$ cat config.mk
export PLATFORM = sky130hd
export DESIGN_NAME = matrix_vector_multiply_top
export DESIGN_NICKNAME = d
export VERILOG_FILES = /design/src/sv/mvm_pkg.sv /design/src/sv/matrix_vector_multiply_top.sv /design/src/sv/mvm_ram.sv /design/src/sv/mvm_ctrl.sv /design/src/sv/mvm_datapath.sv
export SDC_FILE = /design/constraint.sdc
export NUM_CORES = 2
export LEC_CHECK = 0
export BUFFER_PORTS_ARGS = -buffer_cell sky130_fd_sc_hd__buf_2
export CAP_MARGIN = 25
export CELL_PAD_IN_SITES_DETAIL_PLACEMENT = 0
export CELL_PAD_IN_SITES_GLOBAL_PLACEMENT = 1
export CORE_ASPECT_RATIO = 0.75
export CORE_MARGIN = 3
export CORE_UTILIZATION = 57
export CTS_BUF_LIST = sky130_fd_sc_hd__clkbuf_8
export CTS_CLUSTER_SIZE = 14
export DETAILED_ROUTE_END_ITERATION = 10
export PLACE_DENSITY = 0.87
export SYNTH_ARGS = -nofsm -noshare
export SYNTH_HDL_FRONTEND = slang
export SYNTH_SLANG_ARGS = --single-unit
$ cat constraint.sdc
create_clock -name clk -period 7.5 [get_ports clk]
set_input_delay 1.875 -clock clk [delete_from_list [all_inputs] [get_ports clk]]
set_output_delay 1.875 -clock clk [all_outputs]
set_load 0.01 [all_outputs]
$ cat src/sv/mvm_pkg.sv
// Shared types and constants for the matrix-vector multiply block.
// Word layouts, command codes, controller states and control structs.
// No dependencies.
`default_nettype none

package mvm_pkg;

  localparam int ELEM_W = 16;  // Q8.8 element
  localparam int PROD_W = 32;  // Q16.16 product
  localparam int SUM_W  = 40;  // row accumulator
  localparam int ROW_W  = 6;   // reported row index
  localparam int SIZE_W = 7;   // matrix_size register

  localparam logic [SIZE_W-1:0] SIZE_RESET = 7'd64;

  // Item command codes
  localparam logic CMD_LOAD   = 1'b0;
  localparam logic CMD_MATRIX = 1'b1;

  typedef struct packed {
    logic                     cmd;
    logic signed [ELEM_W-1:0] element_value;
  } in_word_t;

  typedef struct packed {
    logic signed [SUM_W-1:0] row_sum;
    logic [ROW_W-1:0]        row_index;
    logic                    last_row;
  } out_word_t;

  typedef enum logic [1:0] {
    ST_IDLE,
    ST_READ,
    ST_MAC
  } state_t;

  // Controller to datapath
  typedef struct packed {
    logic load_we;  // vector load at accept
    logic rd_en;    // matrix word accepted, read vector entry
    logic mul_en;   // register the product
    logic acc_en;   // accumulate, step positions, emit on row end
  } ctrl_cmd_t;

  // Datapath to controller
  typedef struct packed {
    logic row_end;   // current column is the last one
    logic out_busy;  // output word held and not taken this cycle
  } dp_status_t;

endpackage

`default_nettype wire

$ cat src/sv/matrix_vector_multiply_top.sv
// Top level of the fixed-point matrix-vector multiply block.
// Depends on mvm_pkg, mvm_ctrl, mvm_datapath (and mvm_ram below it).
//
// Load the vector with cmd = load words, one Q8.8 element each, in order;
// every load restarts the matrix pass. Then stream matrix words (cmd =
// matrix) in row-major order; after each row's last column one output
// word carries the Q24.16 row sum (40 bits), the row index and a last-row
// flag. A vector load is written to the store when accepted. A matrix word
// passes three steps: the vector store read (registered RAM port), the
// 16x16 multiply and the 40-bit accumulate; at a row end the accumulate
// waits while the output register holds a word not taken on out_ready.
// One word is in flight at a time. The size register is written only
// while no word is in flight: cfg_ready is high only when the block is
// idle, and a pending size write holds off the input for that cycle. A
// size of 0 acts as 1 and values above MAX_DIM act as MAX_DIM. Vector
// entries read before being written return unspecified data.
`default_nettype none

module matrix_vector_multiply_top #(
  parameter int MAX_DIM = 64
) (
  input  wire logic                         clk,
  input  wire logic                         rst,
  input  wire logic                         in_valid,
  output      logic                         in_ready,
  input  wire mvm_pkg::in_word_t            in_data,
  output      logic                         out_valid,
  input  wire logic                         out_ready,
  output      mvm_pkg::out_word_t           out_data,
  input  wire logic                         cfg_valid,
  output      logic                         cfg_ready,
  input  wire logic [mvm_pkg::SIZE_W-1:0]   cfg_data
);

  mvm_pkg::ctrl_cmd_t  cmd;
  mvm_pkg::dp_status_t status;

  mvm_ctrl u_ctrl (
    .clk       (clk),
    .rst       (rst),
    .in_valid  (in_valid),
    .in_cmd    (in_data.cmd),
    .in_ready  (in_ready),
    .cfg_valid (cfg_valid),
    .cfg_ready (cfg_ready),
    .status    (status),
    .cmd       (cmd)
  );

  mvm_datapath #(
    .MAX_DIM (MAX_DIM)
  ) u_datapath (
    .clk       (clk),
    .rst       (rst),
    .cfg_we    (cfg_valid && cfg_ready),
    .cfg_size  (cfg_data),
    .in_value  (in_data.element_value),
    .cmd       (cmd),
    .status    (status),
    .out_valid (out_valid),
    .out_ready (out_ready),
    .out_data  (out_data)
  );

endmodule

`default_nettype wire

$ cat src/sv/mvm_ram.sv
// Generic single-port-write, single-port-read RAM with registered read.
// No dependencies.
`default_nettype none

module mvm_ram #(
  parameter int WIDTH = 16,
  parameter int DEPTH = 64
) (
  input  wire logic                     clk,
  input  wire logic                     we,
  input  wire logic [$clog2(DEPTH)-1:0] waddr,
  input  wire logic [WIDTH-1:0]         wdata,
  input  wire logic                     re,
  input  wire logic [$clog2(DEPTH)-1:0] raddr,
  output      logic [WIDTH-1:0]         rdata
);

  logic [WIDTH-1:0] mem [DEPTH];

  always_ff @(posedge clk) begin
    if (we) begin
      mem[waddr] <= wdata;
    end
    if (re) begin
      rdata <= mem[raddr];
    end
  end

endmodule

`default_nettype wire

$ cat src/sv/mvm_ctrl.sv
// Sequencing state machine for the matrix-vector multiply block.
// Depends on mvm_pkg for states, command codes and control structs.
`default_nettype none

module mvm_ctrl (
  input  wire logic                clk,
  input  wire logic                rst,
  input  wire logic                in_valid,
  input  wire logic                in_cmd,
  output      logic                in_ready,
  input  wire logic                cfg_valid,
  output      logic                cfg_ready,
  input  wire mvm_pkg::dp_status_t status,
  output      mvm_pkg::ctrl_cmd_t  cmd
);

  mvm_pkg::state_t state, state_next;
  logic            in_take;

  // A pending size write holds off the input word for that cycle
  assign in_take = in_valid && !cfg_valid;

  // State register
  always_ff @(posedge clk) begin
    if (rst) begin
      state <= mvm_pkg::ST_IDLE;
    end else begin
      state <= state_next;
    end
  end

  // Next state
  always_comb begin
    state_next = state;
    unique case (state)
      mvm_pkg::ST_IDLE: begin
        if (in_take && in_cmd == mvm_pkg::CMD_MATRIX) begin
          state_next = mvm_pkg::ST_READ;
        end
      end
      mvm_pkg::ST_READ: begin
        state_next = mvm_pkg::ST_MAC;
      end
      mvm_pkg::ST_MAC: begin
        // a row result waits for a free output register
        if (!(status.row_end && status.out_busy)) begin
          state_next = mvm_pkg::ST_IDLE;
        end
      end
      default: begin
        state_next = mvm_pkg::ST_IDLE;
      end
    endcase
  end

  // Outputs
  always_comb begin
    in_ready   = 1'b0;
    cfg_ready  = 1'b0;
    cmd        = '0;
    unique case (state)
      mvm_pkg::ST_IDLE: begin
        in_ready    = !cfg_valid;
        cfg_ready   = 1'b1;
        cmd.load_we = in_take && in_cmd == mvm_pkg::CMD_LOAD;
        cmd.rd_en   = in_take && in_cmd == mvm_pkg::CMD_MATRIX;
      end
      mvm_pkg::ST_READ: begin
        cmd.mul_en = 1'b1;
      end
      mvm_pkg::ST_MAC: begin
        cmd.acc_en = !(status.row_end && status.out_busy);
      end
      default: begin
        in_ready = 1'b0;
      end
    endcase
  end

  // After acceptance a matrix word passes the read state, then reaches the accumulate step
  a_matrix_reaches_mac: assert property (@(posedge clk) disable iff (rst)
    cmd.rd_en |=> ##1 state == mvm_pkg::ST_MAC)
    else $error("matrix word did not reach accumulate step");

  // Only one item in flight: nothing accepted while work is pending
  a_no_accept_busy: assert property (@(posedge clk) disable iff (rst)
    cmd.mul_en || state == mvm_pkg::ST_MAC |-> !in_ready)
    else $error("input accepted while an item is in flight");

  // Size writes land only while idle and never beside an input word
  a_cfg_idle: assert property (@(posedge clk) disable iff (rst)
    cfg_valid && cfg_ready |-> state == mvm_pkg::ST_IDLE && !in_ready)
    else $error("size write accepted while busy");

endmodule

`default_nettype wire

$ cat src/sv/mvm_datapath.sv
// Datapath: vector store, position counters, multiplier, accumulator and
// output register. Depends on mvm_pkg and mvm_ram.
`default_nettype none

module mvm_datapath #(
  parameter int MAX_DIM = 64
) (
  input  wire logic                              clk,
  input  wire logic                              rst,
  input  wire logic                              cfg_we,
  input  wire logic [mvm_pkg::SIZE_W-1:0]        cfg_size,
  input  wire logic signed [mvm_pkg::ELEM_W-1:0] in_value,
  input  wire mvm_pkg::ctrl_cmd_t                cmd,
  output      mvm_pkg::dp_status_t               status,
  output      logic                              out_valid,
  input  wire logic                              out_ready,
  output      mvm_pkg::out_word_t                out_data
);

  localparam int PW = $clog2(MAX_DIM);
  localparam int RESET_SIZE =
    (int'(mvm_pkg::SIZE_RESET) > MAX_DIM) ? MAX_DIM : int'(mvm_pkg::SIZE_RESET);

  logic [PW-1:0] last_idx, last_idx_next;
  logic [PW-1:0] load_pos;
  logic [PW-1:0] col_pos;
  logic [PW-1:0] row_pos;

  logic signed [mvm_pkg::ELEM_W-1:0] elem;
  logic [mvm_pkg::ELEM_W-1:0]        vec_rdata;
  logic signed [mvm_pkg::PROD_W-1:0] prod;
  logic signed [mvm_pkg::SUM_W-1:0]  acc;
  logic signed [mvm_pkg::SUM_W-1:0]  acc_sum;

  logic row_end;
  logic last_row;

  // Clamp the written size to 1..MAX_DIM, kept as last index
  always_comb begin
    if (cfg_size == '0) begin
      last_idx_next = '0;
    end else if (int'(cfg_size) > MAX_DIM) begin
      last_idx_next = PW'(MAX_DIM - 1);
    end else begin
      last_idx_next = PW'(int'(cfg_size) - 1);
    end
  end

  assign row_end  = col_pos == last_idx;
  assign last_row = row_pos == last_idx;
  assign acc_sum  = acc + mvm_pkg::SUM_W'(prod);

  assign status.row_end  = row_end;
  assign status.out_busy = out_valid && !out_ready;

  // Vector store
  mvm_ram #(
    .WIDTH (mvm_pkg::ELEM_W),
    .DEPTH (MAX_DIM)
  ) u_vec_ram (
    .clk   (clk),
    .we    (cmd.load_we),
    .waddr (load_pos),
    .wdata (in_value),
    .re    (cmd.rd_en),
    .raddr (col_pos),
    .rdata (vec_rdata)
  );

  // Capture matrix element, then multiply
  always_ff @(posedge clk) begin
    if (cmd.rd_en) begin
      elem <= in_value;
    end
    if (cmd.mul_en) begin
      prod <= elem * $signed(vec_rdata);
    end
  end

  // Size, positions and accumulator
  always_ff @(posedge clk) begin
    if (rst) begin
      last_idx <= PW'(RESET_SIZE - 1);
      load_pos <= '0;
      col_pos  <= '0;
      row_pos  <= '0;
      acc      <= '0;
    end else if (cfg_we) begin
      last_idx <= last_idx_next;
      load_pos <= '0;
      col_pos  <= '0;
      row_pos  <= '0;
      acc      <= '0;
    end else if (cmd.load_we) begin
      // each load restarts the matrix pass
      load_pos <= (load_pos == last_idx) ? '0 : load_pos + 1'b1;
      col_pos  <= '0;
      row_pos  <= '0;
      acc      <= '0;
    end else if (cmd.acc_en) begin
      if (row_end) begin
        acc     <= '0;
        col_pos <= '0;
        row_pos <= last_row ? '0 : row_pos + 1'b1;
      end else begin
        acc     <= acc_sum;
        col_pos <= col_pos + 1'b1;
      end
    end
  end

  // Output register
  always_ff @(posedge clk) begin
    if (rst) begin
      out_valid <= 1'b0;
    end else if (cmd.acc_en && row_end) begin
      out_valid <= 1'b1;
    end else if (out_ready) begin
      out_valid <= 1'b0;
    end
  end

  always_ff @(posedge clk) begin
    if (cmd.acc_en && row_end) begin
      out_data.row_sum   <= acc_sum;
      out_data.row_index <= mvm_pkg::ROW_W'(row_pos);
      out_data.last_row  <= last_row;
    end
  end

  // A row result never overwrites a word still waiting
  a_no_overwrite: assert property (@(posedge clk) disable iff (rst)
    cmd.acc_en && row_end |-> !(out_valid && !out_ready))
    else $error("row result overwrote a pending output word");

  // Positions stay inside the active size
  a_pos_range: assert property (@(posedge clk) disable iff (rst)
    col_pos <= last_idx && row_pos <= last_idx && load_pos <= last_idx)
    else $error("position counter beyond matrix size");

  // Mid-row accumulate steps the column by one
  a_col_step: assert property (@(posedge clk) disable iff (rst)
    cmd.acc_en && !row_end && !cfg_we |=> col_pos == $past(col_pos) + 1'b1)
    else $error("column position did not advance");

endmodule

`default_nettype wire

Yosys cells after proc, flatten, opt, wreduce, memory -nomap -nowiden
Memory sizes are Yosys's and may differ from the RTL's. A register that Yosys moved wholly into a read port is not among the register bits.
Cells that the tools add are included.
Cells by class
  $add $sub $neg: 5
  multiply operators: 1
  magnitude comparators: 1
  eq/ne operators: 7
  muxes and demuxes: 18
  bitwise operators: 1
  reduce and logical (&&, ||, !) cells: 17
Operator list (count)
  $add A40 B32 Y40: 1
  $mux W40: 1
  $mul A16 B16 Y32: 1
  $mux W6: 5
  $add A6 B1 Y6 const B: 3
  $eq A6 B6 Y1: 3
  $mux W1: 8
  $gt A7 B7 Y1 const B: 1
  $logic_and A1 B1 Y1: 7
  $logic_not A7 Y1: 1
  $mux W2: 3
  $pmux W2 S3: 1
  $sub A6 B1 Y6 const B: 1
  $reduce_and A2 Y1: 2
  $logic_not A1 Y1: 3
  $reduce_or A3 Y1: 1
  $eq A2 B1 Y1 const B: 1
  $eq A2 B2 Y1 const B: 1
  $logic_not A2 Y1: 1
  $ne A2 B1 Y1 const B: 1
  $ne A2 B2 Y1 const B: 1
  $reduce_bool A2 Y1: 1
  $reduce_or A2 Y1: 1
  $not A1 Y1: 1
Word-level totals
  register bits after elaboration: 162
  memory bits (writable): 1024
  bits of input ports: 29
  output and inout bits: 50
  logic and storage cells: 63
  memories: 1
Memory list
  u_datapath.u_vec_ram.mem: depth 64, bits a word 16, rd ports 1, clocked after Yosys merged registers in 1, write ports 1, RTL line mvm_ram.sv:18  | logic [WIDTH-1:0] mem [DEPTH];

Depth between registers and ports, before layout
  word-level depth: 7
  mapped depth: 22
  depth with buffers taken out: 21

By module
Synthesis repeated with hierarchy kept, for this count alone.
Unflattened totals
  cells, all modules: 3648
  area total of the unflattened synthesis: 57996.9 sq um
Modules (own cells, without submodules)
  mvm_ram: instances 1, cells an instance 1829, area an instance 40202.3 sq um, sequential area each 31230.0 sq um
  mvm_datapath: instances 1, cells an instance 1804, area an instance 17668.2 sq um, sequential area each 4154.0 sq um
  mvm_ctrl: instances 1, cells an instance 14, area an instance 120.1 sq um, sequential area each 40.0 sq um
  matrix_vector_multiply_top: instances 1, cells an instance 1, area an instance 6.3 sq um, sequential area each 0.0 sq um

Worst setup path after synthesis
OpenSTA, ideal clock, no wires.
  path type: register to register
  from: reg u_datapath.u_vec_ram.rdata[7] (read register of u_datapath.u_vec_ram.mem)
  to: reg u_datapath.prod[31] (netlist bit) (data pin)
  setup time: 0.266 ns
  arrival: 5.963 ns
  required time: 7.234 ns
  path slack: 1.271 ns
  cell stages (with the launch flop): 22
  buffers on the path: 1
  clock period less this slack: 6.229 ns
  cell sequence: edfxtp_1 clkbuf_1 nand2_1 fa_1 inv_1 fa_1 inv_1 fa_1 inv_1 fa_1 fa_1 inv_1 fa_1 inv_1 ha_1 nand2_1 or4_1 a211oi_1 o21ai_0 a311oi_1 mux2i_1 nand4_1
Between the ends
  longest elaborated chain between the ends: 1
RTL lines
  start, declared: RTL line mvm_ram.sv:15  | output logic [WIDTH-1:0] rdata
  $mul A16 B16 Y32: RTL line mvm_datapath.sv:76  | prod <= elem * $signed(vec_rdata);
  end signal, assigned: RTL line mvm_datapath.sv:76
  end, declared: RTL line mvm_datapath.sv:31  | logic signed [mvm_pkg::PROD_W-1:0] prod;
Every way passes these cells.
A chain may end at the register's enable or synchronous reset.

Worst setup path after layout
  from: reg u_datapath.u_vec_ram.rdata[10] (read register of u_datapath.u_vec_ram.mem)
  to: reg u_datapath.prod[26] (netlist bit) (data pin)
Same word-level chain as after synthesis.

==> impl_metrics.yaml <==
worst_setup_path:
  crit_buf_inv: 4
  worst_ep_arrival_time_ps: 7540
  worstSetupPathType: "reg -> reg"
  crit_path_end: "u_datapath.prod[26]"
  r2r_start: "u_datapath.u_vec_ram.rdata[10]"
  slowest_delay_ps: 670
  critPathRequiredTime_ps: 8050
  path_cells: "and2_1 > fa_1 > inv_1 > fa_1 > inv_1 > fa_1 > fa_1 > fa_1 > inv_1 > fa_1 > inv_1 > ha_1 > nand4_1 > nor4_1 > o311ai_0 > o21ai_0 > o21ai_0 > a21boi_0 > mux2i_1 > o2111ai_1"
  slowest_stage: "edfxtp_1"
  r2r_end: "u_datapath.prod[26]"
  r2r_slack_ps: 500
  worstSetupStartpointType: "flop"
  crit_path_max_fanout: 16
  crit_top_cell: "fa_1"
  rr_worst_depth: 20
  cp_num_cells: 20
  crit_start: "u_datapath.u_vec_ram.rdata[10]"
  critPathTopFamily: "adder cells"
  worstSetupEndpointType: "flop"
sta:
  worstMarginPinSlew_ps: 1030
  relSlewSlack: 0.312
  finalSetupViolCount: 0
  hold_viol: 0
  clock.fmax_ghz: 0.143
  tns_ps: 0
  rsz0062_at_grt: "no"
  clock_skew_ps: 50.8
  drv_slew: 0
  finalCritPeriodShare: 0.933
  period_minus_slack_ps: 7000
drt:
  via_per_inst: 6.09
  drtIter0Drc: 3688
  wl_mm: 130
  dr.pass1.iters: 5
  vias: 30862
  drc_errors: 0
  wl_per_cell_um: 25.7
  ant_nets: 0
yosys:
  ys_seq_elements: 1202
  synth_top_area_frac: 0.594
  synthFlopType: "edfxtp_1"
  yosysMostFrequentCell: "edfxtp_1"
  ys_types: 70
  yosysWarnings: 0
  synthesis.nets: 3802
  synth_area_leader_cell: "edfxtp_1"
  ys_top_cells_by_area: "edfxtp_1, mux4_2, fa_1"
  yosys-top-cells-count: "edfxtp_1, mux4_2, inv_1"
  avgSynthCellArea_um2: 16.9
  yosysSeqAreaShare: 0.618
  synth-edff-count: 1135
  async_reset_ff_frac: 0
  synth_area_um2: 57300
  syn_inst: 3384
power_and_ir_drop:
  power_density_nw_per_um2: 268
  ir_drop_v: 0.000342
  p_leak_uw: 0.0220
cells_and_area:
  fin_nets: 4024
  fillCellCount: 6869
  utilization: 0.632
  multi_input_area_um2: 20100
  drive_gt1_frac: 0.203
  area_delta_synth_final_pct: 9.66
  regArea_um2: 35400
clocking:
  cts_tree: "built"
  htreeDepth: 4
  cts_buffer_depth: 3
  path_clk_slew_ps: 60
  cts-root-buf: "clkbuf_8"
  clock_latency_ps: 860
  clock_sinks: 1202
  cts_buffers: 172
status:
  outcome: "finished, final reports clean"
floorplan:
  fp.dieW_um: 372
  io_pins: 79
  core-area_um2: 99500
  dieArea_um2: 104000
  rows: 100
  die_h_um: 281
  initial_core_util: 0.576
run:
  drv_cap: 0
grt:
  globalRouteTotalUtil: 0.258
  grt_first_pass_wirelength_mm: 198
  grt_overflow: 0
  antenna_found_initial: 9
  grt_pass1_vias: 30641
  grt_max_degree: 124
place:
  io_buffer_count: 78
  dp.final_hpwl_mm: 84.7
  place.gp.congestion: 0.856
min_path:
  hold_class: "reg -> reg"
-- timing repair --
item	in CTS	in global routing
hold buffers	0	0
gates resized for setup	0	0
hold endpoints to repair	0	0
buffers inserted	0	5
setup endpoints to repair	0	3
-- cells in the final DEF, fill, tap and decap left out, types with 8 or more instances in the layout --
master and count:
edfxtp_1 1135, inv_1 386, mux4_2 336, fa_1 263, nor2_1 180, clkbuf_8 175
nand2_1 173, and2_1 131, ha_1 126, buf_4 104, buf_2 78, a21oi_1 74
dfxtp_1 63, xnor2_1 58, clkinv_1 43, o21ai_0 39, xor2_1 37, a21o_1 28
nand3_1 27, a22oi_1 22, nor3_1 20, a22o_1 14, nand2b_1 13, nand4_1 12
a211oi_1 12, clkinv_2 12, o21a_1 10, o31ai_1 10, nor2b_1 9, o21bai_1 9
and3_1 8
-- area by class of cell --
class,count,share of cell area
tap,1326,0.0264
antenna,3,0.000119
multi-input combinational,1714,0.320
clock inverter,132,0.0111
timing repair buffer,188,0.0205
clock buffer,175,0.0383
inverter,328,0.0196
sequential,1202,0.564
-- layer usage --
metal | track usage | up-vias | wire, µm
li1 | - | 13143 | -
met1 | 0.410 | 15880 | 55900
met2 | 0.355 | 1658 | 55800
met3 | 0.0745 | 177 | 15800
met4 | 0.0661 | 4 | 2670
met5 | 0 | - | 27
-- logic make-up (layout without fill, tap and decap cells) --
logic type,after synthesis,in the layout,share of synthesized area
AO/OA/AOI/OAI,272,272,0.0324
XOR/XNOR,95,95,0.0145
adder cells (fa/ha/maj),392,392,0.120
buffers and inverters,468,823,0.0313
flip-flops,1202,1202,0.618
multiplexers,342,342,0.133
other,0,3,0
AND/OR/NAND/NOR,613,613,0.0510
-- sequential cells by signal (all words and copies together) (netlist names) --
signal,cells
u_ctrl.state,2
u_datapath.acc,40
u_datapath.col_pos,6
u_datapath.elem,16
u_datapath.last_idx,6
u_datapath.load_pos,6
u_datapath.out_data,47
u_datapath.out_valid,1
u_datapath.prod,32
u_datapath.row_pos,6
u_datapath.u_vec_ram.mem,1024
u_datapath.u_vec_ram.rdata,16
-- power breakdown --
part | leakage (µW) | switching [µW] | internal, µW
Clock | 0.00179 | 2450 | 2290
Combinational | 0.00944 | 2650 | 1770
Sequential | 0.0107 | 60.2 | 7610
Total | 0.0220 | 5160 | 11700
-- worst min-delay path by stage --
| stage | depth (start not counted) | slack (ps) | from | to |
|---|---|---|---|---|
| 2_1_floorplan | 2 | 430 | u_datapath.acc[30] | u_datapath.acc[30] |
| 3_3_place_gp | 2 | 450 | u_datapath.acc[30] | u_datapath.acc[30] |
| 3_5_place_dp | 2 | 460 | u_datapath.acc[30] | u_datapath.acc[30] |
| 4_1_cts | 2 | 470 | u_datapath.acc[30] | u_datapath.acc[30] |
| 5_1_grt | 2 | 490 | u_datapath.acc[36] | u_datapath.acc[36] |
| 6_report | 2 | 470 | u_datapath.acc[30] | u_datapath.acc[30] |
-- metrics by stage --
| stage | power, µW | hold slack [ps] | cell area [µm²] | setup slack [ps] | cells |
|---|---|---|---|---|---|
| 2_1_floorplan | 10900 | 432 | 57300 | 1270 | 3384 |
| 3_3_place_gp | 12100 | 446 | 59700 | 584 | 4750 |
| 3_5_place_dp | 12200 | 460 | 59700 | 497 | 4751 |
| 4_1_cts | 16900 | 471 | 62800 | 437 | 5058 |
| 5_1_grt | 17900 | 489 | 62900 | 30.8 | 5066 |
| 6_report | 16800 | 469 | 62900 | 503 | 5068 |
-- worst reg2reg max path, cell delays in order, from the launching register on --
cell,delay (ps)
edfxtp_1,670
and2_1,290
fa_1,540
inv_1,60
fa_1,550
inv_1,50
fa_1,520
fa_1,430
fa_1,530
inv_1,60
fa_1,470
inv_1,40
ha_1,380
nand4_1,230
nor4_1,360
o311ai_0,200
o21ai_0,290
o21ai_0,330
a21boi_0,370
mux2i_1,230
o2111ai_1,130
(Power assumes the default switching activity.)
